## config.mk

```make
export PLATFORM = sky130hd
export DESIGN_NAME = pth_cfg
export DESIGN_NICKNAME = d
export VERILOG_FILES = /design/src/pth_pkg.sv /design/src/pth_cfg.sv
export SDC_FILE = /design/constraint.sdc
export NUM_CORES = 1
export LEC_CHECK = 0
export ABC_CLOCK_PERIOD_IN_PS = 1020
export BUFFER_PORTS_ARGS = -buffer_cell sky130_fd_sc_hd__buf_2
export CELL_PAD_IN_SITES_DETAIL_PLACEMENT = 1
export CELL_PAD_IN_SITES_GLOBAL_PLACEMENT = 2
export CORE_MARGIN = 2
export CORE_UTILIZATION = 29
export DETAILED_ROUTE_END_ITERATION = 12
export GPL_TIMING_DRIVEN = 0
export PLACE_DENSITY_LB_ADDON = 0.15
export REMOVE_ABC_BUFFERS = 1
export SYNTH_ARGS = -nofsm -noshare
export SYNTH_HDL_FRONTEND = slang
export SYNTH_SLANG_ARGS = --single-unit
```

## constraint.sdc

```tcl
create_clock -name clk -period 1.02 [get_ports clk]
set_clock_uncertainty 0.05 [all_clocks]
set_input_delay 0.102 -clock clk [delete_from_list [all_inputs] [get_ports clk]]
set_output_delay 0.102 -clock clk [all_outputs]
set_load 0.01 [all_outputs]
```

## src/pth_pkg.sv

```systemverilog
// ----------------------------------------------------------------------------
// pth_pkg
// Shared widths, layout matrix constants and the configuration struct for
// the pixel to hex cell mapper.
// ----------------------------------------------------------------------------
`default_nettype none

package pth_pkg;

  localparam int FRAC_BITS = 16;

  localparam int PIX_W   = 16;
  localparam int INV_W   = 17;
  localparam int CELL_W  = 17;
  localparam int CIDX_W  = 3;
  localparam int CDATA_W = 17;
  localparam int INV_FB  = 16;

  localparam int D_W = PIX_W + 1;
  localparam int P_W = D_W + INV_W;
  localparam int C_W = FRAC_BITS + 1;
  localparam int M_W = P_W + FRAC_BITS;
  localparam int S_W = M_W + 1;
  localparam int F_W = M_W + 2;
  localparam int T_B = INV_FB + FRAC_BITS;
  localparam int N_W = F_W - T_B + 1;
  localparam int R_W = N_W + 1;

  localparam logic HEX_POINTY_TOP = 1'b0;
  localparam logic HEX_FLAT_TOP   = 1'b1;

  typedef enum logic [CIDX_W-1:0] {
    REG_LAYOUT_MODE = 3'd0,
    REG_ORIGIN_X    = 3'd1,
    REG_ORIGIN_Y    = 3'd2,
    REG_INV_SIZE_X  = 3'd3,
    REG_INV_SIZE_Y  = 3'd4
  } cfg_reg_t;

  typedef struct packed {
    logic                    layout_mode;
    logic signed [PIX_W-1:0] origin_x;
    logic signed [PIX_W-1:0] origin_y;
    logic [INV_W-1:0]        inv_size_x;
    logic [INV_W-1:0]        inv_size_y;
  } cfg_t;

  localparam logic [INV_W-1:0] INV_ONE = INV_W'(1) << INV_FB;

  function automatic logic [63:0] pth_isqrt(input logic [63:0] n);
    logic [63:0] rem;
    logic [63:0] res;
    logic [63:0] bit_v;
    rem   = n;
    res   = 64'd0;
    bit_v = 64'd1 << 62;
    for (int i = 0; i < 32; i++) begin
      if (rem >= res + bit_v) begin
        rem = rem - res - bit_v;
        res = (res >> 1) + bit_v;
      end else begin
        res = res >> 1;
      end
      bit_v = bit_v >> 2;
    end
    return res;
  endfunction

  localparam logic [63:0] ONE_WIDE = 64'd1 << FRAC_BITS;
  localparam logic [63:0] K_WIDE =
    (pth_isqrt((ONE_WIDE * ONE_WIDE * 64'd4) / 64'd3) + 64'd1) >> 1;
  localparam logic [63:0] T_WIDE = ((ONE_WIDE * 64'd2) / 64'd3 + 64'd1) >> 1;
  localparam logic [63:0] W_WIDE = ((ONE_WIDE * 64'd4) / 64'd3 + 64'd1) >> 1;

  // 1/sqrt(3), 1/3 and 2/3 in Q(FRAC_BITS)
  localparam logic signed [C_W-1:0] K_C = $signed({1'b0, K_WIDE[FRAC_BITS-1:0]});
  localparam logic signed [C_W-1:0] T_C = $signed({1'b0, T_WIDE[FRAC_BITS-1:0]});
  localparam logic signed [C_W-1:0] W_C = $signed({1'b0, W_WIDE[FRAC_BITS-1:0]});

endpackage

`default_nettype wire

```

## src/pth_cfg.sv

```systemverilog
// ----------------------------------------------------------------------------
// pth_cfg
// Configuration register file: layout, origin and reciprocal hex sizes.
// ----------------------------------------------------------------------------
`default_nettype none

module pth_cfg
  import pth_pkg::*;
(
  input  wire logic               clk,
  input  wire logic               rst_n,
  input  wire logic               cfg_we,
  input  wire logic [CIDX_W-1:0]  cfg_index,
  input  wire logic [CDATA_W-1:0] cfg_wdata,
  output cfg_t                    cfg
);

  cfg_t cfg_r;
  cfg_t cfg_nxt;

  always_comb begin
    cfg_nxt = cfg_r;
    if (cfg_we) begin
      unique case (cfg_reg_t'(cfg_index))
        REG_LAYOUT_MODE: cfg_nxt.layout_mode = cfg_wdata[0];
        REG_ORIGIN_X:    cfg_nxt.origin_x    = $signed(cfg_wdata[PIX_W-1:0]);
        REG_ORIGIN_Y:    cfg_nxt.origin_y    = $signed(cfg_wdata[PIX_W-1:0]);
        REG_INV_SIZE_X:  cfg_nxt.inv_size_x  = cfg_wdata[INV_W-1:0];
        REG_INV_SIZE_Y:  cfg_nxt.inv_size_y  = cfg_wdata[INV_W-1:0];
        default:         cfg_nxt = cfg_r;
      endcase
    end
  end

  always_ff @(posedge clk) begin
    if (!rst_n) begin
      cfg_r.layout_mode <= HEX_POINTY_TOP;
      cfg_r.origin_x    <= '0;
      cfg_r.origin_y    <= '0;
      cfg_r.inv_size_x  <= INV_ONE;
      cfg_r.inv_size_y  <= INV_ONE;
    end else begin
      cfg_r <= cfg_nxt;
    end
  end

  assign cfg = cfg_r;

endmodule

`default_nettype wire

```

== Word level (Yosys, flattened, before mapping) ==
Index checks and enable logic that the tools add are counted.

* Memories kept: 0
* Bits in read-only memories: 0
* Bits in writable memories: 0
* Input bits: 23
* Latch bits: 0
* Word-level logic and storage cells: 15
* Register bits: 67

* Bitwise logic cells: 0
* $mul: 0
* Reduce and logical (&&, ||, !) cells: 6
* Magnitude comparators: 0
* Div/mod/pow operators: 0
* Equality and inequality tests: 4
* Add/subtract/negate cells: 0
* Shift-type cells: 0
* Mux-type cells: 0

{| class="wikitable"
|+ Operators with widths
! cell !! number
|-
| $reduce_and A2 Y1 || 5
|-
| $eq A3 B2 Y1 const B || 2
|-
| $eq A3 B1 Y1 const B || 1
|-
| $eq A3 B3 Y1 const B || 1
|-
| $logic_not A3 Y1 || 1
|}

== Logic depth before layout (Yosys ltp) ==
* Word-level depth: 2
* Gate-level depth with buffers: 4
* Gate-level depth less buffers: 2

== Least setup slack after synthesis ==
Ideal clock, no wire load.

* Path kind: input to register
* Start: in cfg_index[2]
* End: reg cfg_r (netlist bit cfg[39])
* Path buffers: 2
* Slack: 0.106 ns
* Required time: 0.898 ns
* Data arrival time: 0.793 ns
* Stages: 4
* Cells stage by stage: and4bb_1 buf_6 buf_12 mux2i_1

* Word-level cells in the longest chain between the ends: 2

{| class="wikitable"
|+ RTL lines
! what !! RTL line !! source
|-
| start: declaration || pth_cfg.sv:13 || <nowiki>input wire logic [CIDX_W-1:0] cfg_index,</nowiki>
|-
| $eq A3 B2 Y1 || pth_cfg.sv:24 || <nowiki>unique case (cfg_reg_t'(cfg_index))</nowiki>
|-
| $reduce_and A2 Y1 (no source line) || n/a ||
|-
| end signal: assignment || pth_cfg.sv:43 || <nowiki>cfg_r <= cfg_nxt;</nowiki>
|-
| end: declaration || pth_cfg.sv:18 || <nowiki>cfg_t cfg_r;</nowiki>
|}

Every way passes these cells.
A chain may end at the register's enable or synchronous reset.

== Final worst setup path ==
* Start: reg cfg_r (netlist bit cfg[53])
* End: out cfg[53] (netlist name)

{| class="wikitable"
|+ RTL lines
! what !! RTL line !! source
|-
| end: declaration || pth_cfg.sv:15 || <nowiki>output cfg_t cfg</nowiki>
|}

No word-level cell between the ends.

==> out/metrics.csv <==
stage,metric,value,unit
run_status,status,"complete, no violations",
cells_and_area,drive_above_1_share,33.6,%
yosys,synth.distinct_cells,14,
place,gp_congestion,0.658,
power_and_ir_drop,power.switching,1.18,mW
route,ant_nets,0,
clock_tree,clock_latency,0.33,ns
worst_setup_path,crit_family,flip-flops,
worst_setup_path,cp.required,0.87,ns
route,drt-wirelength-per-cell,14.0,um
die,die_y,97.1,um
die,io_pins,90,
global_route,antenna_found_initial,0,
sta,fmax,1030,MHz
power_and_ir_drop,powerDensity,1570,nW/um^2
worst_setup_path,cpMaxStageDelayCell,dfxtp_1,
sta,period_share,94.8,%
route,viasPerCell,4.43,
worst_setup_path,crit_path_start_kind,flop,
clock_tree,htree_num_levels,3,
yosys,avgSynthCellArea,10.5,um^2
cells_and_area,fin_cells,438,
worst_setup_path,cpPeakStageDelay,0.35,ns
power_and_ir_drop,p_leak,1.76,nW
cells_and_area,fin_util,39.6,%
worst_setup_path,crit_chain,buf_2,
sta,timing.setup.tns,0,ns
route,drtIter0Drc,45,
die,rows,33,
cells_and_area,antenna_cells,0,
clock_tree,cts.sinks,67,
sta,min_period,0.967,ns
place,io_buffers,89,
clock_tree,clk_path_buf_depth,2,
power_and_ir_drop,pwr-share-comb,7.4,%
yosys,ys_seq_area_share,53.3,%
power_and_ir_drop,clkPwrFrac,40.4,%
route,wl,6.12,mm
die,dieArea,9430,um^2
yosys,netlist_instances,240,
sta,hold_ws,0.0311,ns
sta,tightest_slew,0.598,ns
power_and_ir_drop,vdd_drop_max,0.515,mV
global_route,overflow,0,
cells_and_area,largest_register_ff_count,67,
route,dr_total_vias,1939,
hold_path,hp-class,input pin to flop,
sta,finalMaxSlewViolations,0,
worst_setup_path,crit_path_max_fanout,2,
worst_setup_path,worstPathArrival,0.81,ns
place,dp_hpwl,4.04,mm
power_and_ir_drop,switching_share,22.8,%
route,drc_errors,0,
worst_setup_path,path_buf_inv,1,
clock_tree,path_clk_slew,0.07,ns
worst_setup_path,cp-end-kind,output port,
yosys,ys_ff_latch,67,
clock_tree,cts_tree,done,
cells_and_area,nNetsFinal,351,
global_route,grt_pass1_wl,9.98,mm
sta,finalSetupViolCount,0,
sta,hold_violations,0,
place,place_inst,420,
cells_and_area,area_delta_synth_final,30.7,%
die,die_width,97.1,um
run,cap_violations,0,
yosys,ys_warn_count,0,
sta,rsz0062_at_grt,false,
yosys,syn_area,2510,um^2
power_and_ir_drop,p_int,3.98,mW
route,dr.pass1.iters,2,
global_route,grt_max_degree,85,
sta,relSlewSlack,60.1,%
global_route,track_usage,13.5,%
worst_setup_path,worstSetupPathType,flop to output port,
place,dpl_cell_area,3040,um^2
die,start_util,30.3,%
clock_tree,root_buffer,clkbuf_8,
cells_and_area,fin_area,3290,um^2
global_route,grt_pass1_vias,1978,
die,core_region_area,8300,um^2
clock_tree,cts-buffers-inserted,9,
power_and_ir_drop,power_frac_seq,52.3,%
-- power groups by stage --
stage / combinational, mW / sequential (mW) / clock, mW
finish: 0.380 / 2.70 / 2.08
global route: 0.423 / 2.71 / 2.32
CTS: 0.383 / 2.70 / 2.18
detailed placement: 0.375 / 2.76 / 0
global placement: 0.361 / 2.76 / 0
floorplan: 0.138 / 2.79 / 0
-- worst paths after layout --
kind | end | startpoint | cells after the start | slack [ns]
worst max-delay path | cfg[53] | cfg[53] | 1 | 0.05
worst max register to register | cfg[21] | cfg[21] | 2 | 0.36
worst min register to register | cfg[62] | cfg[62] | 2 | 0.41
worst min-delay path | cfg[4] | cfg_wdata[4] | 3 | 0.03
-- placed cells by master (no fill, tap or decap) --
master / netlist / final
clkinv_2: 0 / 1
buf_4: 3 / 3
nand4bb_2: 0 / 1
nor2b_1: 3 / 3
nor4b_1: 1 / 1
buf_8: 0 / 1
dfxtp_1: 67 / 65
buf_6: 4 / 2
nand4bb_4: 0 / 1
dlygate4sd3_1: 0 / 1
and4bb_4: 0 / 1
nand4b_1: 1 / 1
nand2_1: 81 / 81
clkbuf_8: 0 / 13
buf_2: 5 / 85
mux2i_1: 67 / 67
dfxtp_2: 0 / 2
clkbuf_1: 2 / 2
buf_16: 0 / 2
-- layer usage --
metal	GRT usage, %	vias to the layer above	part of all wire, %
met4	6.18	0	1.0
li1	-	969	-
met3	6.12	5	8.6
met1	16.2	912	43
met5	0	-	0
met2	20.8	53	47
-- what timing repair did --
| item | 4_1_cts | 5_1_grt |
|---|---|---|
| endpoints found under the hold margin | 2 | 0 |
| hold buffers | 1 | 0 |
| setup endpoints to repair | 44 | 70 |
| gates resized for setup | 3 | 7 |
| setup buffers | 1 | 0 |
-- cell families (layout without fill, tap and decap cells) --
logic type / count (synthesis) / in the layout / synth area share (%)
simple gates: 89 / 89 / 14.9
buf+inv: 17 / 110 / 5.07
mux: 67 / 67 / 26.7
flops: 67 / 67 / 53.3
-- cells in the mapped netlist --
cell	instances	area [um^2]
and4bb_1	1	12.5
dfxtp_1	67	1340
nand4b_1	1	8.76
nor2b_1	3	18.8
nand4bb_1	2	22.5
buf_12	1	20.0
buf_6	4	45.0
buf_4	3	22.5
clkbuf_1	2	7.51
buf_2	5	25.0
nor4b_1	1	8.76
buf_1	2	7.51
nand2_1	81	304
mux2i_1	67	671
-- final cells by class --
type                    instances  area, um^2
fillers                       971        5010
flip-flops and latches         67        1340
multi-input cells             156        1070
repair buffers                 94         551
clock buffers                  15         186
well taps                     105         131
clock inverters                 1        5.00
-- per-stage QoR --
step	total power, mW	setup slack, ns
2_1_floorplan	2.93	-0.371
3_3_place_gp	3.12	-1.17
3_5_place_dp	3.13	-0.718
4_1_cts	5.26	0.000598
5_1_grt	5.44	0.000994
6_report	5.16	0.0535
No activity file was read; power rests on OpenSTA's default activity.
