File: src/pth_pkg.sv
// ----------------------------------------------------------------------------
// pth_pkg
// Shared widths, layout matrix constants and the configuration struct for
// the pixel to hex cell mapper.
// ----------------------------------------------------------------------------
`default_nettype none

package pth_pkg;

  localparam int FRAC_BITS = 16;

  localparam int PIX_W   = 16;
  localparam int INV_W   = 17;
  localparam int CELL_W  = 17;
  localparam int CIDX_W  = 3;
  localparam int CDATA_W = 17;
  localparam int INV_FB  = 16;

  localparam int D_W = PIX_W + 1;
  localparam int P_W = D_W + INV_W;
  localparam int C_W = FRAC_BITS + 1;
  localparam int M_W = P_W + FRAC_BITS;
  localparam int S_W = M_W + 1;
  localparam int F_W = M_W + 2;
  localparam int T_B = INV_FB + FRAC_BITS;
  localparam int N_W = F_W - T_B + 1;
  localparam int R_W = N_W + 1;

  localparam logic HEX_POINTY_TOP = 1'b0;
  localparam logic HEX_FLAT_TOP   = 1'b1;

  typedef enum logic [CIDX_W-1:0] {
    REG_LAYOUT_MODE = 3'd0,
    REG_ORIGIN_X    = 3'd1,
    REG_ORIGIN_Y    = 3'd2,
    REG_INV_SIZE_X  = 3'd3,
    REG_INV_SIZE_Y  = 3'd4
  } cfg_reg_t;

  typedef struct packed {
    logic                    layout_mode;
    logic signed [PIX_W-1:0] origin_x;
    logic signed [PIX_W-1:0] origin_y;
    logic [INV_W-1:0]        inv_size_x;
    logic [INV_W-1:0]        inv_size_y;
  } cfg_t;

  localparam logic [INV_W-1:0] INV_ONE = INV_W'(1) << INV_FB;

  function automatic logic [63:0] pth_isqrt(input logic [63:0] n);
    logic [63:0] rem;
    logic [63:0] res;
    logic [63:0] bit_v;
    rem   = n;
    res   = 64'd0;
    bit_v = 64'd1 << 62;
    for (int i = 0; i < 32; i++) begin
      if (rem >= res + bit_v) begin
        rem = rem - res - bit_v;
        res = (res >> 1) + bit_v;
      end else begin
        res = res >> 1;
      end
      bit_v = bit_v >> 2;
    end
    return res;
  endfunction

  localparam logic [63:0] ONE_WIDE = 64'd1 << FRAC_BITS;
  localparam logic [63:0] K_WIDE =
    (pth_isqrt((ONE_WIDE * ONE_WIDE * 64'd4) / 64'd3) + 64'd1) >> 1;
  localparam logic [63:0] T_WIDE = ((ONE_WIDE * 64'd2) / 64'd3 + 64'd1) >> 1;
  localparam logic [63:0] W_WIDE = ((ONE_WIDE * 64'd4) / 64'd3 + 64'd1) >> 1;

  // 1/sqrt(3), 1/3 and 2/3 in Q(FRAC_BITS)
  localparam logic signed [C_W-1:0] K_C = $signed({1'b0, K_WIDE[FRAC_BITS-1:0]});
  localparam logic signed [C_W-1:0] T_C = $signed({1'b0, T_WIDE[FRAC_BITS-1:0]});
  localparam logic signed [C_W-1:0] W_C = $signed({1'b0, W_WIDE[FRAC_BITS-1:0]});

endpackage

`default_nettype wire

File: src/pth_scale.sv
// ----------------------------------------------------------------------------
// pth_scale
// Origin subtraction and scaling by the reciprocal hex sizes (two stages).
// ----------------------------------------------------------------------------
`default_nettype none

module pth_scale
  import pth_pkg::*;
(
  input  wire logic                    clk,
  input  wire logic                    rst_n,
  input  wire logic                    in_valid,
  input  wire logic signed [PIX_W-1:0] pixel_x,
  input  wire logic signed [PIX_W-1:0] pixel_y,
  input  wire cfg_t                    cfg,
  output logic                         px_valid,
  output logic signed [P_W-1:0]        px,
  output logic signed [P_W-1:0]        py
);

  logic                  v1_r;
  logic                  v2_r;
  logic signed [D_W-1:0] dx_r;
  logic signed [D_W-1:0] dy_r;
  logic signed [P_W-1:0] px_r;
  logic signed [P_W-1:0] py_r;

  logic signed [D_W-1:0]     dx_nxt;
  logic signed [D_W-1:0]     dy_nxt;
  logic signed [D_W+INV_W:0] mul_x;
  logic signed [D_W+INV_W:0] mul_y;

  assign dx_nxt = $signed({pixel_x[PIX_W-1], pixel_x})
                - $signed({cfg.origin_x[PIX_W-1], cfg.origin_x});
  assign dy_nxt = $signed({pixel_y[PIX_W-1], pixel_y})
                - $signed({cfg.origin_y[PIX_W-1], cfg.origin_y});

  assign mul_x = dx_r * $signed({1'b0, cfg.inv_size_x});
  assign mul_y = dy_r * $signed({1'b0, cfg.inv_size_y});

  always_ff @(posedge clk) begin
    if (!rst_n) begin
      v1_r <= 1'b0;
      v2_r <= 1'b0;
    end else begin
      v1_r <= in_valid;
      v2_r <= v1_r;
    end
  end

  always_ff @(posedge clk) begin
    dx_r <= dx_nxt;
    dy_r <= dy_nxt;
    px_r <= $signed(mul_x[P_W-1:0]);
    py_r <= $signed(mul_y[P_W-1:0]);
  end

  assign px_valid = v2_r;
  assign px       = px_r;
  assign py       = py_r;

endmodule

`default_nettype wire

File: config.mk
export PLATFORM = sky130hd
export DESIGN_NAME = pth_scale
export DESIGN_NICKNAME = d
export VERILOG_FILES = /design/src/pth_pkg.sv /design/src/pth_scale.sv
export SDC_FILE = /design/constraint.sdc
export NUM_CORES = 2
export LEC_CHECK = 0
export ABC_AREA = 1
export BUFFER_PORTS_ARGS = -buffer_cell sky130_fd_sc_hd__buf_2
export CAP_MARGIN = 25
export CORE_ASPECT_RATIO = 0.5
export CORE_UTILIZATION = 40
export CTS_BUF_LIST = sky130_fd_sc_hd__clkbuf_8
export DETAILED_ROUTE_END_ITERATION = 8
export GPL_ROUTABILITY_DRIVEN = 0
export PLACE_DENSITY = 0.64
export RECOVER_POWER = 50
export SLEW_MARGIN = 20
export SYNTH_ARGS = -nofsm -noshare
export SYNTH_HDL_FRONTEND = slang
export SYNTH_SLANG_ARGS = --single-unit
File: constraint.sdc
create_clock -name clk -period 7.8 [get_ports clk]
set_input_delay 1.95 -clock clk [delete_from_list [all_inputs] [get_ports clk]]
set_output_delay 1.95 -clock clk [all_outputs]
set_load 0.01 [all_outputs]
== Word-level counts from Yosys, hierarchy flattened ==
Index checks and enable logic that the tools add are counted.

* Multipliers: 2
* $add $sub $neg: 2

{| class="wikitable"
|+ Operator list
! kind !! count
|-
| 17-bit by 18-bit multiplier with 34-bit output || 2
|-
| 16-bit by 16-bit subtractor with 17-bit output || 2
|}

* Logic and storage cells: 10
* Bits in registers: 104

== Logic depth before layout (Yosys ltp) ==
* Depth in word-level cells: 1
* Mapped depth: 27

== Worst setup path before layout ==
Ideal clock, no wire load.

* Path type: input to register
* From: in cfg[24] in the netlist's numbering
* To: reg px_r[33], in the netlist px[33]
* Setup slack: 942 ps
* Cell stages on the path: 25
* Buffers on the path: 2
* Library setup time: 112 ps
* Data arrival time: 6746 ps
* Cells stage by stage: clkbuf_1 -> clkbuf_1 -> nand2_1 -> fa_1 -> inv_1 -> fa_1 -> inv_1 -> fa_1 -> inv_1 -> fa_1 -> fa_1 -> inv_1 -> fa_1 -> inv_1 -> ha_1 -> nand2_2 -> inv_2 -> nand2_2 -> inv_2 -> a21oi_1 -> nand2_2 -> nand2_1 -> nand2_1 -> nand2_1 -> nand2_1

* Cells in the longest elaborated chain, start to end: 1

{| class="wikitable"
|+ RTL lines
! element !! line !! RTL
|-
| start, declared || pth_scale.sv:15 || <nowiki>input wire cfg_t cfg,</nowiki>
|-
| 17-bit by 18-bit multiplier with 34-bit output || pth_scale.sv:38 || <nowiki>assign mul_x = dx_r * $signed({1'b0, cfg.inv_size_x});</nowiki>
|-
| named net mul_x[33] || pth_scale.sv:30 || <nowiki>logic signed [D_W+INV_W:0] mul_x;</nowiki>
|-
| end signal, assigned || pth_scale.sv:54 || <nowiki>px_r <= $signed(mul_x[P_W-1:0]);</nowiki>
|-
| end, declared || pth_scale.sv:25 || <nowiki>logic signed [P_W-1:0] px_r;</nowiki>
|}

The timed path passes the listed nets, and every way through them passes these cells.
A chain may end at the register's enable or synchronous reset.

== Final worst setup path ==
* From: in cfg[17] in the netlist's numbering
* To: reg px_r[17], in the netlist px[17]

Same word-level chain as after synthesis.

==> impl_metrics.ini <==
[status]
status = complete, no violations

[synth]
yosysWarnings = 0
synth_top_area_share = 0.351
synth_edf_count = 0
synthTopCellsByCount = inv_1, nand2_1, fa_1
syn_avg_cell_area_sq_um = 7.28
synth_most_common_cell = inv_1
synth_largest_area_cell = fa_1
syn_area_sq_um = 25600
synth_top_cells_by_area = fa_1, inv_1, nand2_1
ys_ff_latch = 104
synth_cells = 3522
synth_top_flop_cell = dfxtp_1
syn_nets = 4352
yosysSeqAreaShare = 0.0812
yosysUniqueCellTypes = 35
ys_async_sr_fraction = 0

[worst_hold_path]
hold_end = px_valid
hp-class = flip-flop to flip-flop
min_path_cells = 2
worstHoldStart = v1_r

[clock_network]
cts_resized = 0
cts_max_path_buffers = 2
clkLatencyLatePin_ns = 0.47
tritoncts = yes
cts.sink_count = 104
postCtsSetupBuffers = 0
postCtsHoldBufs = 0
cts_made_buffers = 9
root_buffer = clkbuf_8
clk_pin_slew_ns = 0.11
htree_num_levels = 3

[sta]
min_period_ns = 6.90
rsz0062_at_grt = no
worst_pin_slew_ns = 0.911
fin_worst_skew_ns = 0.0124
hold_viol = 0
max_freq_mhz = 145
relSlewSlack = 0.393
finalSetupTns_ns = 0
drv_slew = 0
fin_crit_sh = 0.885
setup_violations = 0

[floorplan]
ioPinCount = 171
die_height_microns = 181
core_sq_um = 63200
dieArea_sq_um = 65200
initial_core_util = 0.406
row_count = 65
fp.dieW_microns = 360

[global_routing]
overflow = 0
use_met2 = 0.344
gr-usage-met3 = 0.0292
grt_pass1_vias = 21300
met1_usage = 0.254
grt_pass1_wl_mm = 104
grtUsageTotal = 0.197
grt_antenna_before_repair = 0
grt_max_degree = 20
grt-busiest-layer = met2

[setup_path]
crit_family = adder cells
path_cells = clkbuf_1, or2_2, fa_1, fa_1, inv_1, fa_1, fa_1, fa_1, inv_1, fa_1, inv_1, ha_1, nand2_2, inv_2, nand2_2, inv_2, a21oi_1, nand2_2, xor2_1
crit_required_ns = 8.15
rr_startpoint = dx_r[16]
r2r.worst_path.cells = 19
path_class = input port to flip-flop
cp.arrival_ns = 7.25
path_buf_inv = 6
cp-end-kind = flip-flop
crit_slowest_cell = clkbuf_1
critPathMaxStageDelay_ns = 0.66
start_kind = input port
path_depth = 19
cp_common_cell = fa_1
reg2reg_slack_ns = 1.98
r2r_end = px[17]
path_max_fanout = 17

[placed_design]
dp_hpwl_mm = 50.6
portBuffers = 169

[drt]
viasPerCell = 4.62
drc = 0
post_drt_wl_per_cell_microns = 13.6
vias = 20400
wl_mm = 60.2
first_iter_violations = 1054
drtAntennaViolNets = 0
drt_first_pass_iters = 5

[finish]
drive_above_1_share = 0.0638
fin_nets = 4399
syn_to_final_growth_pct = 5.85

[flow_run]
maxCapViolCount = 0
-- stage by stage --
| stage | util | instance area, sq um | setup WS [ns] | std cells | hold slack, ns |
|---|---|---|---|---|---|
| final | 0.430 | 27200 | 0.899 | 4412 | 0.434 |
| after global routing | 0.430 | 27100 | 0.731 | 4411 | 0.464 |
| after CTS | 0.431 | 27200 | 1.08 | 4411 | 0.435 |
| after detailed placement | 0.428 | 27100 | 0.604 | 4395 | 0.415 |
| after global placement | 0.428 | 27100 | 0.596 | 4395 | 0.397 |
| after floorplan | - | 25600 | 0.942 | 3522 | 0.390 |
-- worst reg2reg max path: cells and delay by family, from the launching register on --
family          cells  cell delay, ns
buf+inv             6            0.64
simple gates        4            0.76
fa+ha+maj           7            3.36
xor+xnor            1            0.29
flops               1            0.48
compound gates      1            0.16
-- routing by layer --
metal | wire length [microns] | vias up
met5 | 0 | -
met4 | 1200 | 0
met1 | 26400 | 9818
met3 | 3120 | 94
met2 | 29500 | 472
li1 | - | 9988
-- cell type report --
type | instances | area (sq um)
Multi-Input combinational cell | 2211 | 19000
Inverter | 1070 | 4020
Clock buffer | 9 | 124
Timing Repair Buffer | 173 | 792
Sequential cell | 104 | 2080
Tap cell | 837 | 1050
Antenna cell | 1 | 2.50
Clock inverter | 7 | 57.6
Fill cell | 6419 | 36000
-- logic make-up after synthesis --
logic type / Yosys count / share of synthesized area
adders and majority gates: 728 / 0.487
buffers and inverters: 1207 / 0.177
and+or+nand+nor: 1322 / 0.210
DFF: 104 / 0.0812
AOI/OAI and AO/OA: 106 / 0.0260
xor gates and xnor gates: 55 / 0.0188
-- cells in the final DEF, fill, tap and decap left out, types with 4 or more instances in the layout --
| cell | netlist | final |
|---|---|---|
| a21o_1 | 6 | 6 |
| a21oi_1 | 57 | 57 |
| a21oi_2 | 6 | 6 |
| buf_2 | 3 | 105 |
| clkbuf_1 | 133 | 65 |
| clkbuf_8 | 0 | 9 |
| dfxtp_1 | 104 | 104 |
| fa_1 | 450 | 450 |
| ha_1 | 278 | 278 |
| inv_1 | 1061 | 1062 |
| inv_2 | 9 | 9 |
| nand2_1 | 1029 | 1029 |
| nand2_2 | 34 | 34 |
| nand3_1 | 74 | 74 |
| nand3_2 | 10 | 10 |
| nand4_1 | 9 | 9 |
| nor2_1 | 118 | 118 |
| nor2_2 | 12 | 12 |
| nor2_4 | 8 | 8 |
| nor3_1 | 6 | 6 |
| nor3_2 | 4 | 4 |
| o21ai_0 | 10 | 11 |
| o21bai_1 | 12 | 12 |
| or2_2 | 15 | 15 |
| xnor2_1 | 10 | 10 |
| xor2_1 | 45 | 45 |
-- flip-flops by register name (all words and copies together), names as in the netlist --
register	flops
v1_r	1
dx_r	17
px	34
py	34
dy_r	17
px_valid	1
-- how the worst max path moves through the flow --
stage,start,endpoint,slack (ns)
detailed placement,cfg[23],px[17],0.60
global route,cfg[17],px[25],0.73
floorplan,cfg[24],px[33],0.94
CTS,cfg[23],px[17],1.08
global placement,cfg[7],py[32],0.60
finish,cfg[17],px[17],0.90
Power is left out: the tool's default activity adds up to more than one toggle a clock period on the data nets, which glitch-free logic cannot reach.
