===== src/pth_pkg.sv =====
// ----------------------------------------------------------------------------
// pth_pkg
// Shared widths, layout matrix constants and the configuration struct for
// the pixel to hex cell mapper.
// ----------------------------------------------------------------------------
`default_nettype none

package pth_pkg;

  localparam int FRAC_BITS = 16;

  localparam int PIX_W   = 16;
  localparam int INV_W   = 17;
  localparam int CELL_W  = 17;
  localparam int CIDX_W  = 3;
  localparam int CDATA_W = 17;
  localparam int INV_FB  = 16;

  localparam int D_W = PIX_W + 1;
  localparam int P_W = D_W + INV_W;
  localparam int C_W = FRAC_BITS + 1;
  localparam int M_W = P_W + FRAC_BITS;
  localparam int S_W = M_W + 1;
  localparam int F_W = M_W + 2;
  localparam int T_B = INV_FB + FRAC_BITS;
  localparam int N_W = F_W - T_B + 1;
  localparam int R_W = N_W + 1;

  localparam logic HEX_POINTY_TOP = 1'b0;
  localparam logic HEX_FLAT_TOP   = 1'b1;

  typedef enum logic [CIDX_W-1:0] {
    REG_LAYOUT_MODE = 3'd0,
    REG_ORIGIN_X    = 3'd1,
    REG_ORIGIN_Y    = 3'd2,
    REG_INV_SIZE_X  = 3'd3,
    REG_INV_SIZE_Y  = 3'd4
  } cfg_reg_t;

  typedef struct packed {
    logic                    layout_mode;
    logic signed [PIX_W-1:0] origin_x;
    logic signed [PIX_W-1:0] origin_y;
    logic [INV_W-1:0]        inv_size_x;
    logic [INV_W-1:0]        inv_size_y;
  } cfg_t;

  localparam logic [INV_W-1:0] INV_ONE = INV_W'(1) << INV_FB;

  function automatic logic [63:0] pth_isqrt(input logic [63:0] n);
    logic [63:0] rem;
    logic [63:0] res;
    logic [63:0] bit_v;
    rem   = n;
    res   = 64'd0;
    bit_v = 64'd1 << 62;
    for (int i = 0; i < 32; i++) begin
      if (rem >= res + bit_v) begin
        rem = rem - res - bit_v;
        res = (res >> 1) + bit_v;
      end else begin
        res = res >> 1;
      end
      bit_v = bit_v >> 2;
    end
    return res;
  endfunction

  localparam logic [63:0] ONE_WIDE = 64'd1 << FRAC_BITS;
  localparam logic [63:0] K_WIDE =
    (pth_isqrt((ONE_WIDE * ONE_WIDE * 64'd4) / 64'd3) + 64'd1) >> 1;
  localparam logic [63:0] T_WIDE = ((ONE_WIDE * 64'd2) / 64'd3 + 64'd1) >> 1;
  localparam logic [63:0] W_WIDE = ((ONE_WIDE * 64'd4) / 64'd3 + 64'd1) >> 1;

  // 1/sqrt(3), 1/3 and 2/3 in Q(FRAC_BITS)
  localparam logic signed [C_W-1:0] K_C = $signed({1'b0, K_WIDE[FRAC_BITS-1:0]});
  localparam logic signed [C_W-1:0] T_C = $signed({1'b0, T_WIDE[FRAC_BITS-1:0]});
  localparam logic signed [C_W-1:0] W_C = $signed({1'b0, W_WIDE[FRAC_BITS-1:0]});

endpackage

`default_nettype wire


===== src/pth_matrix.sv =====
// ----------------------------------------------------------------------------
// pth_matrix
// Inverse layout matrix: products, axial q and r, then s = -q - r
// (three stages).
// ----------------------------------------------------------------------------
`default_nettype none

module pth_matrix
  import pth_pkg::*;
(
  input  wire logic                  clk,
  input  wire logic                  rst_n,
  input  wire logic                  px_valid,
  input  wire logic signed [P_W-1:0] px,
  input  wire logic signed [P_W-1:0] py,
  input  wire cfg_t                  cfg,
  output logic                       frac_valid,
  output logic signed [F_W-1:0]      fq,
  output logic signed [F_W-1:0]      fr,
  output logic signed [F_W-1:0]      fs
);

  logic                  v3_r;
  logic                  v4_r;
  logic                  v5_r;
  logic signed [M_W-1:0] pa_r;
  logic signed [M_W-1:0] pb_r;
  logic signed [M_W-1:0] pc_r;
  logic signed [S_W-1:0] sq_r;
  logic signed [S_W-1:0] sr_r;
  logic signed [F_W-1:0] fq_r;
  logic signed [F_W-1:0] fr_r;
  logic signed [F_W-1:0] fs_r;

  logic signed [C_W-1:0]     coef_a;
  logic signed [C_W-1:0]     coef_b;
  logic signed [C_W-1:0]     coef_c;
  logic signed [P_W-1:0]     opnd_c;
  logic signed [P_W+C_W-1:0] mul_a;
  logic signed [P_W+C_W-1:0] mul_b;
  logic signed [P_W+C_W-1:0] mul_c;
  logic signed [S_W-1:0]     pa_e;
  logic signed [S_W-1:0]     pb_e;
  logic signed [S_W-1:0]     pc_e;
  logic signed [S_W-1:0]     sq_nxt;
  logic signed [S_W-1:0]     sr_nxt;
  logic signed [F_W-1:0]     sq_e;
  logic signed [F_W-1:0]     sr_e;

  // pointy: a = K*px, b = T*py, c = W*py; flat: a = W*px, b = K*py, c = T*px
  always_comb begin
    if (cfg.layout_mode == HEX_FLAT_TOP) begin
      coef_a = W_C;
      coef_b = K_C;
      coef_c = T_C;
      opnd_c = px;
    end else begin
      coef_a = K_C;
      coef_b = T_C;
      coef_c = W_C;
      opnd_c = py;
    end
  end

  assign mul_a = px * coef_a;
  assign mul_b = py * coef_b;
  assign mul_c = opnd_c * coef_c;

  assign pa_e = $signed({pa_r[M_W-1], pa_r});
  assign pb_e = $signed({pb_r[M_W-1], pb_r});
  assign pc_e = $signed({pc_r[M_W-1], pc_r});

  always_comb begin
    if (cfg.layout_mode == HEX_FLAT_TOP) begin
      sq_nxt = pa_e;
      sr_nxt = pb_e - pc_e;
    end else begin
      sq_nxt = pa_e - pb_e;
      sr_nxt = pc_e;
    end
  end

  assign sq_e = $signed({sq_r[S_W-1], sq_r});
  assign sr_e = $signed({sr_r[S_W-1], sr_r});

  always_ff @(posedge clk) begin
    if (!rst_n) begin
      v3_r <= 1'b0;
      v4_r <= 1'b0;
      v5_r <= 1'b0;
    end else begin
      v3_r <= px_valid;
      v4_r <= v3_r;
      v5_r <= v4_r;
    end
  end

  always_ff @(posedge clk) begin
    pa_r <= $signed(mul_a[M_W-1:0]);
    pb_r <= $signed(mul_b[M_W-1:0]);
    pc_r <= $signed(mul_c[M_W-1:0]);
    sq_r <= sq_nxt;
    sr_r <= sr_nxt;
    fq_r <= sq_e;
    fr_r <= sr_e;
    fs_r <= -sq_e - sr_e;
  end

  assign frac_valid = v5_r;
  assign fq         = fq_r;
  assign fr         = fr_r;
  assign fs         = fs_r;

endmodule

`default_nettype wire


===== config.mk =====
export PLATFORM = sky130hd
export DESIGN_NAME = pth_matrix
export DESIGN_NICKNAME = d
export VERILOG_FILES = /design/src/pth_pkg.sv /design/src/pth_matrix.sv
export SDC_FILE = /design/constraint.sdc
export NUM_CORES = 2
export LEC_CHECK = 0
export BUFFER_PORTS_ARGS = -buffer_cell sky130_fd_sc_hd__buf_4
export CAP_MARGIN = 20
export CELL_PAD_IN_SITES_DETAIL_PLACEMENT = 0
export CELL_PAD_IN_SITES_GLOBAL_PLACEMENT = 1
export CORE_ASPECT_RATIO = 0.9
export CORE_UTILIZATION = 50
export DETAILED_ROUTE_END_ITERATION = 7
export GPL_ROUTABILITY_DRIVEN = 0
export PLACE_DENSITY_LB_ADDON = 0.1
export SYNTH_ARGS = -nofsm -noshare
export SYNTH_HDL_FRONTEND = slang
export SYNTH_SLANG_ARGS = --single-unit

===== constraint.sdc =====
create_clock -name clk -period 10.8 [get_ports clk]
set_input_delay 1.08 -clock clk [delete_from_list [all_inputs] [get_ports clk]]
set_output_delay 1.08 -clock clk [all_outputs]
set_load 0.005 [all_outputs]

Word-level counts from Yosys, hierarchy flattened
Index checks and enable logic that the tools add are counted.
{"block": "op_classes", "add_sub_neg": 4, "mul": 3, "mux": 6}
{"operator": "34-bit by 17-bit multiplier with 50-bit output", "n": 3}
{"operator": "51-bit two-way mux", "n": 2}
{"operator": "50-bit by 50-bit subtractor with 51-bit output", "n": 2}
{"operator": "51-bit negation with 52-bit output", "n": 1}
{"operator": "52-bit by 51-bit subtractor with 52-bit output", "n": 1}
{"operator": "34-bit two-way mux", "n": 1}
{"operator": "16-bit two-way mux", "n": 2}
{"operator": "14-bit two-way mux", "n": 1}
{"block": "totals", "ff_bits": 409, "inputBits": 138, "output_inout_bits": 157, "wordCells": 24}

Depth between registers and ports, before layout
{"block": "logic_depth", "ltp_word": 2, "ltp_mapped": 30, "depth_no_buf": 27}

Worst setup path after synthesis
Ideal clock, no wire load.
{"block": "synth_timing", "kind": "input to register", "from": "input port cfg[66] in the netlist's numbering", "to": "register pc_r[48]", "setup_time_ps": 72, "t_arrival_ps": 8170, "t_required_ps": 10728, "path_slack_ps": 2558, "stages": 26, "n_path_buf": 2, "path_cell_list": "clkbuf_1 -> clkinv_1 -> nor2_1 -> inv_1 -> nand2_1 -> ha_1 -> clkbuf_1 -> fa_1 -> fa_1 -> fa_1 -> fa_1 -> inv_1 -> fa_1 -> inv_1 -> ha_1 -> a21o_1 -> a21o_1 -> a21o_1 -> a21oi_1 -> nor2b_1 -> o21ai_0 -> nand2b_1 -> a21oi_1 -> o21ai_0 -> a21oi_1 -> xnor2_1"}
{"block": "synth_between", "elab_chain_len": 2, "elab_cells_between_ends": 3, "classes_between": "mul: 1; mux: 2"}
{"element": "start: declaration", "line_no": "pth_matrix.sv:16", "rtl": "input wire cfg_t cfg,"}
{"element": "34-bit two-way mux / 16-bit two-way mux (equally long branches)", "line_no": "pth_matrix.sv:52", "rtl": "if (cfg.layout_mode == HEX_FLAT_TOP) begin"}
{"element": "34-bit by 17-bit multiplier with 50-bit output *", "line_no": "pth_matrix.sv:67", "rtl": "assign mul_c = opnd_c * coef_c;"}
{"element": "via mul_c[48]", "line_no": "pth_matrix.sv:41", "rtl": "logic signed [P_W+C_W-1:0] mul_c;"}
{"element": "end signal: assignment", "line_no": "pth_matrix.sv:101", "rtl": "pc_r <= $signed(mul_c[M_W-1:0]);"}
{"element": "end: declaration", "line_no": "pth_matrix.sv:28", "rtl": "logic signed [M_W-1:0] pc_r;"}
The timed path passes the listed nets; every way through them passes the cells marked *.
A chain may end at the register's enable or synchronous reset.

Final worst setup path
{"block": "layout_timing", "from": "input port cfg[66] in the netlist's numbering", "to": "register pb_r[42]"}
{"block": "layout_between", "elab_chain_len": 2}
{"element": "16-bit two-way mux", "line_no": "pth_matrix.sv:52"}
{"element": "34-bit by 17-bit multiplier with 50-bit output", "line_no": "pth_matrix.sv:66", "rtl": "assign mul_b = py * coef_b;"}
{"element": "via mul_b[42]", "line_no": "pth_matrix.sv:40", "rtl": "logic signed [P_W+C_W-1:0] mul_b;"}
{"element": "end signal: assignment", "line_no": "pth_matrix.sv:100", "rtl": "pb_r <= $signed(mul_b[M_W-1:0]);"}
{"element": "end: declaration", "line_no": "pth_matrix.sv:27", "rtl": "logic signed [M_W-1:0] pb_r;"}
The timed path passes the listed nets, and every way through them passes these cells.

==> reports/results.txt <==
synthesized instance count - 6484
RSZ-0062 raised after global routing - false
R2R Setup Slk - 6.56 ns
Post-CTS Hold Buffers - 0
DR DRC count - 0
DRT iter0 DRCs - 2611
Reg2Reg Depth - 17
die width - 363 µm
Yosys cell types - 83
Final Hold Vio Count - 0
post-synthesis async set-or-reset flop share - 0%
Critical path origin - cfg[66]
CTS Buf Count - 44
WP data required - 11.32 ns
worst r2r src - sq_r[1]
worst min path class - flip-flop to flip-flop
Clock Tree Buf Depth - 3
syn avg cell area - 9.06 µm²
initial antenna violation count - 15
post-synth top area cell - fa_1
aggregate negative setup slack - 0 ns
FP Rows - 118
WHS Endpoint - fr[4]
TritonCTS clock tree - done
fin. max-slew vios - 0
largest net degree at the start of global routing - 83
initial core utilization - 50.7%
hpwl dp - 137000 µm
sequential area share after synthesis - 13.9%
Synth Cell Area - 58700 µm²
status - finished clean
EDFF count, synth - 0
crit path capture type - flip-flop
relative slew slack - 38.5%
I/O pin cnt - 295
Fillers - 11000
total core area - 116000 µm²
via count - 41700
Crit Path Category - input pin to flip-flop
htree depth - 2
area delta synth->final - 7.93%
clk_lat worst skew - 0.59 ns
Critical Path Fanout Max - 44
Post-DRT Antenna Nets - 0
Max Freq - 0.114 GHz
first drt pass iteration count - 5
Max Cap Violations - 0
die area - 119000 µm²
Net count, final - 8478
Synth Register Bits - 409
height of the die - 327 µm
Reg clk slew, reported paths - 0.06 ns
post-layout min period - 8.80 ns
Setup Fix Bufs, Post-CTS - 0
total wire length - 157000 µm
vias in the first global route - 43500
Arrival @ worst endpoint - 9.32 ns
first-pass GRT wire length - 243000 µm
grt total ovfl - 0
yosys warns - 0
Clock Skew - 0.0302 ns
Port Buffer Count - 228
Hold Crit Depth - 0
CTS root buf - clkbuf_16
GRT Util Overall - 26.8%
top_reg_cell synth - dfxtp_1
Final Setup Violations - 0
routed length per placed instance - 19.2 µm
actual slew at the worst max-slew pin - 0.916 ns
hold path startpoint - sr_r[4]
Yosys top cell area share - 33.4%
startpoint types - input pin
dominant cells by area after synthesis - fa_1 33%, ha_1 17%, dfxtp_1 14%, inv_1 11%, nand2_1 3.3%
RR Endpoint - fs[51]
vias per cell - 5.10
CTS sink cnt - 409
Final Cycle Share - 81.5%
CTS resizes - 0
share of post-route cells with drive strength above 1 - 5.61%
==> registers in the layout, summed over array words and instances (netlist names), 50 cells and up <==
name and flops:
pa_r 50, sr_r 51, fq 51, pb_r 50
pc_r 50, fr 51, sq_r 51, fs 52
==> synthesized netlist by cell type, types with 6 or more instances <==
cell	number
o21ai_1	11
a211oi_1	41
o21bai_1	30
o31a_1	6
a221oi_1	8
nor2_1	174
a211o_1	7
a311oi_1	7
ha_1	779
a31o_2	18
nand4_1	28
fa_1	981
nor2b_1	49
mux2i_1	12
xnor2_1	213
clkbuf_1	215
a21o_1	159
a2111oi_0	6
nand2b_1	47
a31oi_1	41
o21a_1	28
a21oi_1	258
and3_1	49
buf_1	9
dfxtp_1	409
nand3_1	65
nand2_1	523
nor3_1	23
o21ai_0	246
o221ai_1	6
a21boi_0	11
or3_1	8
inv_1	1744
or2_2	14
and2_1	41
o2111ai_1	7
o211ai_1	19
o31ai_1	19
xor2_1	84
==> layout by cell type (no fill, tap or decap), drive strengths merged, types with 20 or more instances in the layout <==
| master | Yosys | routed |
|---|---|---|
| a21o | 159 | 159 |
| o31ai | 20 | 20 |
| ha | 779 | 779 |
| nor3 | 23 | 23 |
| nor2 | 174 | 174 |
| o211ai | 21 | 21 |
| dfxtp | 409 | 409 |
| a211oi | 41 | 41 |
| o21a | 28 | 28 |
| xor2 | 84 | 84 |
| buf | 15 | 243 |
| inv | 1744 | 1749 |
| nand4 | 28 | 28 |
| nand3 | 65 | 65 |
| xnor2 | 213 | 213 |
| nand2 | 523 | 523 |
| o21bai | 30 | 30 |
| fa | 981 | 981 |
| and3 | 49 | 49 |
| a31oi | 41 | 41 |
| clkbuf | 215 | 56 |
| a21oi | 259 | 259 |
| conb | 2 | 38 |
| and2 | 41 | 41 |
| o21ai | 257 | 257 |
| nor2b | 49 | 49 |
| nand2b | 47 | 47 |
==> critical path, stage by stage <==
cell      delay, ns
clkbuf_8       0.33
clkinv_2       0.70
buf_4          0.54
nand2_1        0.41
nand2_1        0.11
ha_1           0.34
fa_1           0.49
inv_1          0.05
fa_1           0.49
inv_1          0.06
fa_1           0.54
fa_1           0.42
fa_1           0.44
ha_1           0.34
a21oi_1        0.20
o21ai_0        0.16
a211oi_1       0.46
nand3_1        0.12
o21ai_0        0.42
o221ai_1       0.23
o41ai_1        0.48
nand2b_1       0.30
o21ai_0        0.12
a21oi_1        0.18
xnor2_1        0.14
==> cell type report <==
type	count	area [µm²]	share of cell area, %
multi-input cells	4135	43200	68.2
clock inverters	24	398	0.628
repair buffers	244	1840	2.90
diodes	5	12.5	0.0197
clock buffers	55	1190	1.88
flip-flops and latches	409	8190	12.9
well taps	1560	1950	3.08
inverters	1746	6560	10.3
==> worst max path at each step <==
stage | to | cells past startpoint
4_1_cts | pb_r[42] | 27
3_5_place_dp | pb_r[42] | 27
3_3_place_gp | pb_r[42] | 25
2_1_floorplan | pc_r[48] | 26
5_1_grt | pb_r[42] | 27
6_report | pb_r[42] | 25
==> kinds of logic (layout without fill, tap and decap cells) <==
logic type / Yosys count / after routing / share of synthesized area, %
AO/OA/AOI/OAI: 980 / 980 / 10.6
XOR/XNOR: 297 / 297 / 4.43
adder cells (fa/ha/maj): 1760 / 1760 / 50.0
buffers and inverters: 1976 / 2069 / 12.7
flip-flops: 409 / 409 / 13.9
multiplexers: 16 / 16 / 0.281
other: 2 / 43 / 0.0128
AND/OR/NAND/NOR: 1044 / 1044 / 8.03
==> routing by layer <==
layer | vias to the layer above | track usage, % | wire length [µm]
met1 | 20300 | 38.7 | 74300
met4 | 10 | 6.47 | 3770
li1 | 20100 | - | -
met3 | 217 | 4.52 | 11000
met2 | 1090 | 41.9 | 67700
met5 | - | 0 | 51
==> metrics by stage <==
stage               utilization, %  worst slack (ns)  std cells  hold WS (ns)  instance area [µm²]
floorplan                        -              2.56       6520         0.331                58900
global placement              53.4              1.50       8093         0.335                61800
detailed placement            53.4              1.52       8093         0.337                61800
CTS                           54.7              2.15       8172         0.350                63400
global route                  54.8              1.68       8175         0.356                63400
finish                        54.8              2.00       8178         0.349                63400
Power is not shown: default switching activity piles up to over one toggle a cycle in this logic, so the estimate is an artifact.
