### src/pth_pkg.sv
// ----------------------------------------------------------------------------
// pth_pkg
// Shared widths, layout matrix constants and the configuration struct for
// the pixel to hex cell mapper.
// ----------------------------------------------------------------------------
`default_nettype none

package pth_pkg;

  localparam int FRAC_BITS = 16;

  localparam int PIX_W   = 16;
  localparam int INV_W   = 17;
  localparam int CELL_W  = 17;
  localparam int CIDX_W  = 3;
  localparam int CDATA_W = 17;
  localparam int INV_FB  = 16;

  localparam int D_W = PIX_W + 1;
  localparam int P_W = D_W + INV_W;
  localparam int C_W = FRAC_BITS + 1;
  localparam int M_W = P_W + FRAC_BITS;
  localparam int S_W = M_W + 1;
  localparam int F_W = M_W + 2;
  localparam int T_B = INV_FB + FRAC_BITS;
  localparam int N_W = F_W - T_B + 1;
  localparam int R_W = N_W + 1;

  localparam logic HEX_POINTY_TOP = 1'b0;
  localparam logic HEX_FLAT_TOP   = 1'b1;

  typedef enum logic [CIDX_W-1:0] {
    REG_LAYOUT_MODE = 3'd0,
    REG_ORIGIN_X    = 3'd1,
    REG_ORIGIN_Y    = 3'd2,
    REG_INV_SIZE_X  = 3'd3,
    REG_INV_SIZE_Y  = 3'd4
  } cfg_reg_t;

  typedef struct packed {
    logic                    layout_mode;
    logic signed [PIX_W-1:0] origin_x;
    logic signed [PIX_W-1:0] origin_y;
    logic [INV_W-1:0]        inv_size_x;
    logic [INV_W-1:0]        inv_size_y;
  } cfg_t;

  localparam logic [INV_W-1:0] INV_ONE = INV_W'(1) << INV_FB;

  function automatic logic [63:0] pth_isqrt(input logic [63:0] n);
    logic [63:0] rem;
    logic [63:0] res;
    logic [63:0] bit_v;
    rem   = n;
    res   = 64'd0;
    bit_v = 64'd1 << 62;
    for (int i = 0; i < 32; i++) begin
      if (rem >= res + bit_v) begin
        rem = rem - res - bit_v;
        res = (res >> 1) + bit_v;
      end else begin
        res = res >> 1;
      end
      bit_v = bit_v >> 2;
    end
    return res;
  endfunction

  localparam logic [63:0] ONE_WIDE = 64'd1 << FRAC_BITS;
  localparam logic [63:0] K_WIDE =
    (pth_isqrt((ONE_WIDE * ONE_WIDE * 64'd4) / 64'd3) + 64'd1) >> 1;
  localparam logic [63:0] T_WIDE = ((ONE_WIDE * 64'd2) / 64'd3 + 64'd1) >> 1;
  localparam logic [63:0] W_WIDE = ((ONE_WIDE * 64'd4) / 64'd3 + 64'd1) >> 1;

  // 1/sqrt(3), 1/3 and 2/3 in Q(FRAC_BITS)
  localparam logic signed [C_W-1:0] K_C = $signed({1'b0, K_WIDE[FRAC_BITS-1:0]});
  localparam logic signed [C_W-1:0] T_C = $signed({1'b0, T_WIDE[FRAC_BITS-1:0]});
  localparam logic signed [C_W-1:0] W_C = $signed({1'b0, W_WIDE[FRAC_BITS-1:0]});

endpackage

`default_nettype wire

### src/pth_round.sv
// ----------------------------------------------------------------------------
// pth_round
// Cube rounding: magnitudes, half away from zero rounding with moved
// distance, rebuild of the coordinate that moved most, saturation
// (three stages).
// ----------------------------------------------------------------------------
`default_nettype none

module pth_round
  import pth_pkg::*;
(
  input  wire logic                  clk,
  input  wire logic                  rst_n,
  input  wire logic                  frac_valid,
  input  wire logic signed [F_W-1:0] fq,
  input  wire logic signed [F_W-1:0] fr,
  input  wire logic signed [F_W-1:0] fs,
  output logic                       cell_valid,
  output logic [CELL_W-1:0]          cell_q,
  output logic [CELL_W-1:0]          cell_r
);

  localparam logic [T_B-1:0]      HALF_D = T_B'(1) << (T_B - 1);
  localparam logic signed [R_W:0] SAT_HI = (R_W + 1)'(2 ** (CELL_W - 1) - 1);
  localparam logic signed [R_W:0] SAT_LO = -SAT_HI - (R_W + 1)'(1);

  function automatic logic [CELL_W-1:0] sat_cell(input logic signed [R_W:0] v);
    logic signed [R_W:0] c;
    c = v;
    if (v > SAT_HI) begin
      c = SAT_HI;
    end else if (v < SAT_LO) begin
      c = SAT_LO;
    end
    return c[CELL_W-1:0];
  endfunction

  logic                  v6_r;
  logic                  v7_r;
  logic                  v8_r;
  logic [2:0]            neg_r;
  logic [F_W-1:0]        mag_r  [3];
  logic signed [R_W-1:0] rnd_r  [3];
  logic [T_B-1:0]        dist_r [3];
  logic [CELL_W-1:0]     q_r;
  logic [CELL_W-1:0]     r_r;

  logic signed [F_W-1:0] fin    [3];
  logic [F_W-1:0]        mag_nxt  [3];
  logic signed [R_W-1:0] rnd_nxt  [3];
  logic [T_B-1:0]        dist_nxt [3];
  logic [T_B-1:0]        frac     [3];
  logic [N_W-1:0]        nmag     [3];
  logic signed [R_W:0]   rq_e;
  logic signed [R_W:0]   rr_e;
  logic signed [R_W:0]   rs_e;
  logic signed [R_W:0]   q_sel;
  logic signed [R_W:0]   r_sel;

  assign fin[0] = fq;
  assign fin[1] = fr;
  assign fin[2] = fs;

  always_comb begin
    for (int i = 0; i < 3; i++) begin
      mag_nxt[i]  = fin[i][F_W-1] ? F_W'(-fin[i]) : F_W'(fin[i]);
      frac[i]     = mag_r[i][T_B-1:0];
      nmag[i]     = {1'b0, mag_r[i][F_W-1:T_B]} + N_W'(frac[i][T_B-1]);
      dist_nxt[i] = frac[i][T_B-1] ? T_B'(~frac[i] + 1'b1) : frac[i];
      rnd_nxt[i]  = neg_r[i] ? -$signed({1'b0, nmag[i]}) : $signed({1'b0, nmag[i]});
    end
  end

  assign rq_e = $signed({rnd_r[0][R_W-1], rnd_r[0]});
  assign rr_e = $signed({rnd_r[1][R_W-1], rnd_r[1]});
  assign rs_e = $signed({rnd_r[2][R_W-1], rnd_r[2]});

  // ties keep q, then keep r
  always_comb begin
    q_sel = rq_e;
    r_sel = rr_e;
    if (dist_r[0] > dist_r[1] && dist_r[0] > dist_r[2]) begin
      q_sel = -rr_e - rs_e;
    end else if (dist_r[1] > dist_r[2]) begin
      r_sel = -rq_e - rs_e;
    end
  end

  always_ff @(posedge clk) begin
    if (!rst_n) begin
      v6_r <= 1'b0;
      v7_r <= 1'b0;
      v8_r <= 1'b0;
    end else begin
      v6_r <= frac_valid;
      v7_r <= v6_r;
      v8_r <= v7_r;
    end
  end

  always_ff @(posedge clk) begin
    for (int i = 0; i < 3; i++) begin
      neg_r[i]  <= fin[i][F_W-1];
      mag_r[i]  <= mag_nxt[i];
      rnd_r[i]  <= rnd_nxt[i];
      dist_r[i] <= dist_nxt[i];
    end
    q_r <= sat_cell(q_sel);
    r_r <= sat_cell(r_sel);
  end

  assign cell_valid = v8_r;
  assign cell_q     = q_r;
  assign cell_r     = r_r;

  // rounded cube coordinates sum to -1, 0 or 1
  a_cube_sum: assert property (@(posedge clk) disable iff (!rst_n)
    v7_r |-> ((rq_e + rr_e + rs_e) == 0 || (rq_e + rr_e + rs_e) == 1
              || (rq_e + rr_e + rs_e) == -1))
    else $error("rounded cube coordinates drift from zero sum");

  a_dist_half: assert property (@(posedge clk) disable iff (!rst_n)
    v7_r |-> (dist_r[0] <= HALF_D && dist_r[1] <= HALF_D && dist_r[2] <= HALF_D))
    else $error("rounding moved a coordinate by more than one half");

endmodule

`default_nettype wire

### config.mk
export PLATFORM = sky130hd
export DESIGN_NAME = pth_round
export DESIGN_NICKNAME = d
export VERILOG_FILES = /design/src/pth_pkg.sv /design/src/pth_round.sv
export SDC_FILE = /design/constraint.sdc
export NUM_CORES = 1
export LEC_CHECK = 0
export BUFFER_PORTS_ARGS = -buffer_cell sky130_fd_sc_hd__buf_2
export CORE_MARGIN = 2
export CORE_UTILIZATION = 60
export CTS_CLUSTER_SIZE = 12
export DETAILED_ROUTE_END_ITERATION = 12
export HOLD_SLACK_MARGIN = 0.08
export PLACE_DENSITY = 0.77
export SLEW_MARGIN = 30
export SYNTH_ARGS = -nofsm -noshare
export SYNTH_HDL_FRONTEND = slang
export SYNTH_SLANG_ARGS = --single-unit
### constraint.sdc
create_clock -name clk -period 8.9 [get_ports clk]
set_clock_uncertainty 0.15 [all_clocks]
set_input_delay 0 -clock clk [delete_from_list [all_inputs] [get_ports clk]]
set_output_delay 0 -clock clk [all_outputs]
set_load 0.03 [all_outputs]
# Word-level counts from Yosys, hierarchy flattened
# Memory sizes are Yosys's and may differ from the RTL's.
# Index checks and enable logic that the tools add are counted.
word_totals:
  output_inout_bits: 35
  elab_cells: 50
  register_bits: 40
  mem_bits_rw: 318
  mem_count: 3
  in_bits: 159
classes:
  n_reduce_logical: 1
  bitwise_logic: 3
  magnitude_cmp: 7
  addsub: 16
  muxes: 14
memory_table:
  columns: ["name", "words", "word_bits", "rd", "rd_ports_with_merged_regs", "write_ports", "line_no", "rtl"]
  rows:
  - ["mag_r", 3, 52, 3, 0, 3, "pth_round.sv:42", "logic [F_W-1:0] mag_r [3];"]
  - ["dist_r", 3, 32, 3, 0, 3, "pth_round.sv:44", "logic [T_B-1:0] dist_r [3];"]
  - ["rnd_r", 3, 22, 3, 0, 3, "pth_round.sv:43", "logic signed [R_W-1:0] rnd_r [3];"]
ops:
  columns: ["op", "count"]
  rows:
  - ["$mux 52", 3]
  - ["$neg 52->52", 3]
  - ["$add 32x1->32 const B", 3]
  - ["$gt 32x32->1", 3]
  - ["$mux 32", 3]
  - ["$not 32->32", 3]
  - ["$mux 23", 3]
  - ["$mux 22", 3]
  - ["$neg 21->22", 3]
  - ["$add 20x1->21", 3]
  - ["$gt 23x17->1 const B", 2]
  - ["$lt 23x17->1 const B", 2]
  - ["$neg 22->23", 2]
  - ["$sub 23x22->23", 2]
  - ["$mux 17", 2]
  - ["$logic_and 1x1->1", 1]

# Depth between registers and ports, before layout
# An unclocked memory read counts as a cell.
depth:
  word_depth: 7
  ltp_mapped: 14
  mapped_depth_nobuf: 13

# Least setup slack after synthesis
# Ideal clock, no wire load.
synth_path:
  path_kind: "register to register"
  start: "memory rnd_r[0][30] (netlist name)"
  end: "register q_r[0], in the netlist cell_q[0]"
  slack_ns: 5.156
  stages_incl_launch_ff: 14
  setup_time_ns: 0.132
  t_arrival_ns: 3.462
  path_buffers: 1
  cell_sequence: "dfxtp_1 inv_1 ha_1 ha_1 a21oi_1 or3b_2 o211a_1 o211a_1 or3_1 a221oi_1 nand4_1 a31oi_1 buf_2 a21oi_1"
synth_rtl:
  columns: ["element", "line_no", "rtl"]
  rows:
  - ["start, declared", "pth_round.sv:43", null]
  - ["end signal, assigned", "pth_round.sv:108", "q_r <= sat_cell(q_sel);"]
  - ["end, declared", "pth_round.sv:45", "logic [CELL_W-1:0] q_r;"]

==> impl_metrics.json <==
{
  "drive_above_1_share_pct": 9.99,
  "synth.distinct_cells": 82,
  "antenna_left": 0,
  "max_freq_mhz": 229,
  "r2r_slack_ns": 4.55,
  "fin_setup_tns_ns": 0,
  "crit_start": "fr[7]",
  "grt_pass1_vias": 22831,
  "layout.nets": 3355,
  "seq_area_frac_synth_pct": 34.1,
  "maxSlewViolCount": 0,
  "root_buffer": "clkbuf_16",
  "clk_path_buf_depth": 3,
  "hp-start": "fq[45]",
  "final_cells": 3497,
  "cts.reportedPaths.clkPinSlew_ns": 0.06,
  "fin_ws_ns": 4.53,
  "place_inst": 2978,
  "status": "finished, final reports clean",
  "initial_utilization_pct": 60.9,
  "cap_violations": 0,
  "cts_made_buffers": 40,
  "drt-initial-drc-count": 1998,
  "setup_viol": 0,
  "drcViolationCount": 0,
  "path_max_fanout": 5,
  "cts_tree": "built",
  "crit_type": "input port to register",
  "critical_path.top_delay_family": "simple AND/OR/NAND/NOR gates",
  "dieArea_um2": 36600,
  "wl_per_cell_um": 22.7,
  "gp_congestion": 0.932,
  "post-route-period-util_pct": 49.1,
  "power_density_nw_per_um2": 226,
  "layout-area-overhead-vs-synth_pct": 33.4,
  "critPathArrivalTime_ns": 4.73,
  "final_area_um2": 28100,
  "critPathBufInv": 3,
  "synth_edf_count": 0,
  "via_count": 22254,
  "grt.total_usage_pct": 43.2,
  "wl_mm": 79.3,
  "overflow": 0,
  "critPathLaunchType": "input port",
  "synthArstFlopShare_pct": 0,
  "firstDrtPassIters": 7,
  "r2r_end": "cell_q[11]$_SDFF_PN1_",
  "ys_seq_elements": 358,
  "ios": 194,
  "dp_hpwl_mm": 42.4,
  "row_count": 68,
  "antenna_found_initial": 18,
  "place_area_um2": 22400,
  "holdPathStages": 3,
  "tightest_slew_ns": 1.01,
  "coreArea_um2": 34500,
  "crit_path_end_kind": "register",
  "pre_cts_slack_ns": 4.44,
  "grt_max_degree": 54,
  "synth_top_area_share_pct": 34.1,
  "rsz0062_at_grt": "no",
  "clk_latency_ns": 0.58,
  "ys_warn_count": 0,
  "hp-class": "input port to register",
  "r2r-start": "rnd_r[0][22]$_DFF_P_",
  "vias_per_cell": 6.36,
  "whs_endpoint": "mag_r[0][45]$_DFF_P_",
  "hold_viol": 0,
  "clock_sinks": 358,
  "die_width_um": 191,
  "cts_htree_levels": 2,
  "slew_headroom_pct": 32.8,
  "utilization_pct": 81.3,
  "crit_chain": "dlygate4sd3_1 -> buf_2 -> or4_1 -> nor3_2 -> nand3_1 -> or3_1 -> or4_1 -> or3_1 -> nand2b_1 -> o31ai_1 -> xnor2_1 -> dlygate4sd3_1",
  "ys_top_cells_by_area": "dfxtp_1 34%, xnor2_1 13%, ha_1 12%, o21ai_0 3.9%, nand2_1 3.6%",
  "port_buffers": 193,
  "grt_pass1_wl_mm": 123,
  "min_period_ns": 4.37,
  "max_stage_delay_ns": 0.61,
  "worst_ep_required_time_ns": 9.26,
  "die_h_um": 191,
  "synthFlopType": "dfxtp_1",
  "ir_worst_vdd_mv": 0.262,
  "worst_r2r_path_depth": 14,
  "syn-cell-area_um2": 21000,
  "leakagePower_nw": 11.8,
  "synth_nets": 2753,
  "yosys.area.top_type": "dfxtp_1",
  "syn_area_per_cell_um2": 8.79,
  "crit_path_top_delay_cell": "or4_1",
  "syn_inst": 2395
}
worst register-to-register path, delay by kind of cell, from the launching register on:
kind	cells	cell delay, ns
and+or+nand+nor	3	0.87
buffers and inverters	2	0.30
adders and majority gates	3	0.85
AOI/OAI and AO/OA	6	1.71
DFF	1	0.39
stage by stage:
stage	power [mW]	hold slack, ns
final	6.35	0.125
after global routing	6.65	0.144
after CTS	6.11	0.0861
after detailed placement	4.27	0.000393
after global placement	4.19	0.00539
after floorplan	3.64	-0.122
flip-flops by register name (all words and copies together) (netlist names):
signal	count
mag_r	156
dist_r	96
rnd_r	66
cell_q	17
cell_r	17
neg_r	3
cell_valid	1
v6_r	1
v7_r	1
how the worst max path moves through the flow:
stage | cells after the start | endpoint | slack (ns)
3_3_place_gp | 11 | rnd_r[0][20]$_DFF_P_ | 4.46
2_1_floorplan | 13 | cell_q[0]$_SDFF_PN1_ | 5.16
5_1_grt | 11 | rnd_r[0][20]$_DFF_P_ | 4.26
3_5_place_dp | 11 | rnd_r[0][64]$_DFF_P_ | 4.44
4_1_cts | 11 | rnd_r[0][64]$_DFF_P_ | 4.42
6_report | 12 | mag_r[0][98]$_DFF_P_ | 4.53
cells in the final DEF (no fill, tap or decap), types with 18 or more instances in the layout:
cell and n:
o41ai_1 23, xnor2_1 317, a21oi_1 98, and3_1 21
or3_1 66, o2111ai_1 19, nand2b_1 31, nand4_1 41
o31ai_1 79, nor4_1 18, xor2_1 56, dlygate4sd3_1 432
buf_2 193, a21o_1 26, nor3_1 42, dfxtp_1 355
nand2_1 202, inv_1 172, o21ai_0 163, nand3_1 64
clkbuf_16 40, ha_1 197, diode_2 18, or4_1 28
nor2_1 79
metal layers:
layer / vias to the layer above / part of all wire, % / GRT usage (%)
li1: 9750 / - / -
met1: 10294 / 34 / 43.2
met2: 1517 / 48 / 73.3
met3: 687 / 7.9 / 11.9
met4: 6 / 11 / 38.6
met5: - / 0.047 / 0
kinds of logic after synthesis:
family,Yosys count,synth area share (%)
simple gates,682,17.2
compound gates,524,16.2
xor+xnor,373,15.5
flops,358,34.1
buf+inv,244,4.38
fa+ha+maj,199,11.9
mux,15,0.743
cells in the mapped netlist (all sizes together), types with 5 or more instances:
library cell / count
clkbuf: 61
and4: 14
and2: 12
o21a: 12
nand3: 64
nand3b: 7
or4: 29
inv: 172
a21oi: 98
a31oi: 9
or2: 13
ha: 197
nor3: 43
and3: 21
buf: 10
mux2i: 10
o21bai: 10
or3: 69
a21o: 26
a221oi: 11
nor4: 21
o31ai: 81
a211oi: 10
nor2b: 14
nor2: 80
o41ai: 25
o22ai: 5
dfxtp: 358
o211ai: 8
xnor2: 317
mux2: 5
nand2b: 32
o21ai: 167
a21boi: 7
o2111ai: 19
xor2: 56
nand2: 202
nor4b: 5
nand4: 42
what timing repair did:
action	4_1_cts	5_1_grt
gates resized for setup	0	0
hold endpoints to repair	162	0
hold buffers	432	0
setup buffers	0	0
where the power goes:
| group | internal (mW) | total (mW) | switching [mW] |
|---|---|---|---|
| Sequential | 1.91 | 2.15 | 0.248 |
| Combinational | 1.04 | 2.48 | 1.45 |
| Clock | 0.971 | 1.71 | 0.744 |
| Total | 3.91 | 6.35 | 2.44 |
cell type report:
class / instances / area, um^2
diodes: 18 / 45.0
clock buffers: 56 / 1150
clock inverters: 13 / 183
fillers: 1916 / 6460
inverters: 173 / 649
multi-input cells: 1793 / 13000
flip-flops and latches: 358 / 7170
well taps: 455 / 569
repair buffers: 631 / 5340
No activity file was read; power rests on OpenSTA's default activity.
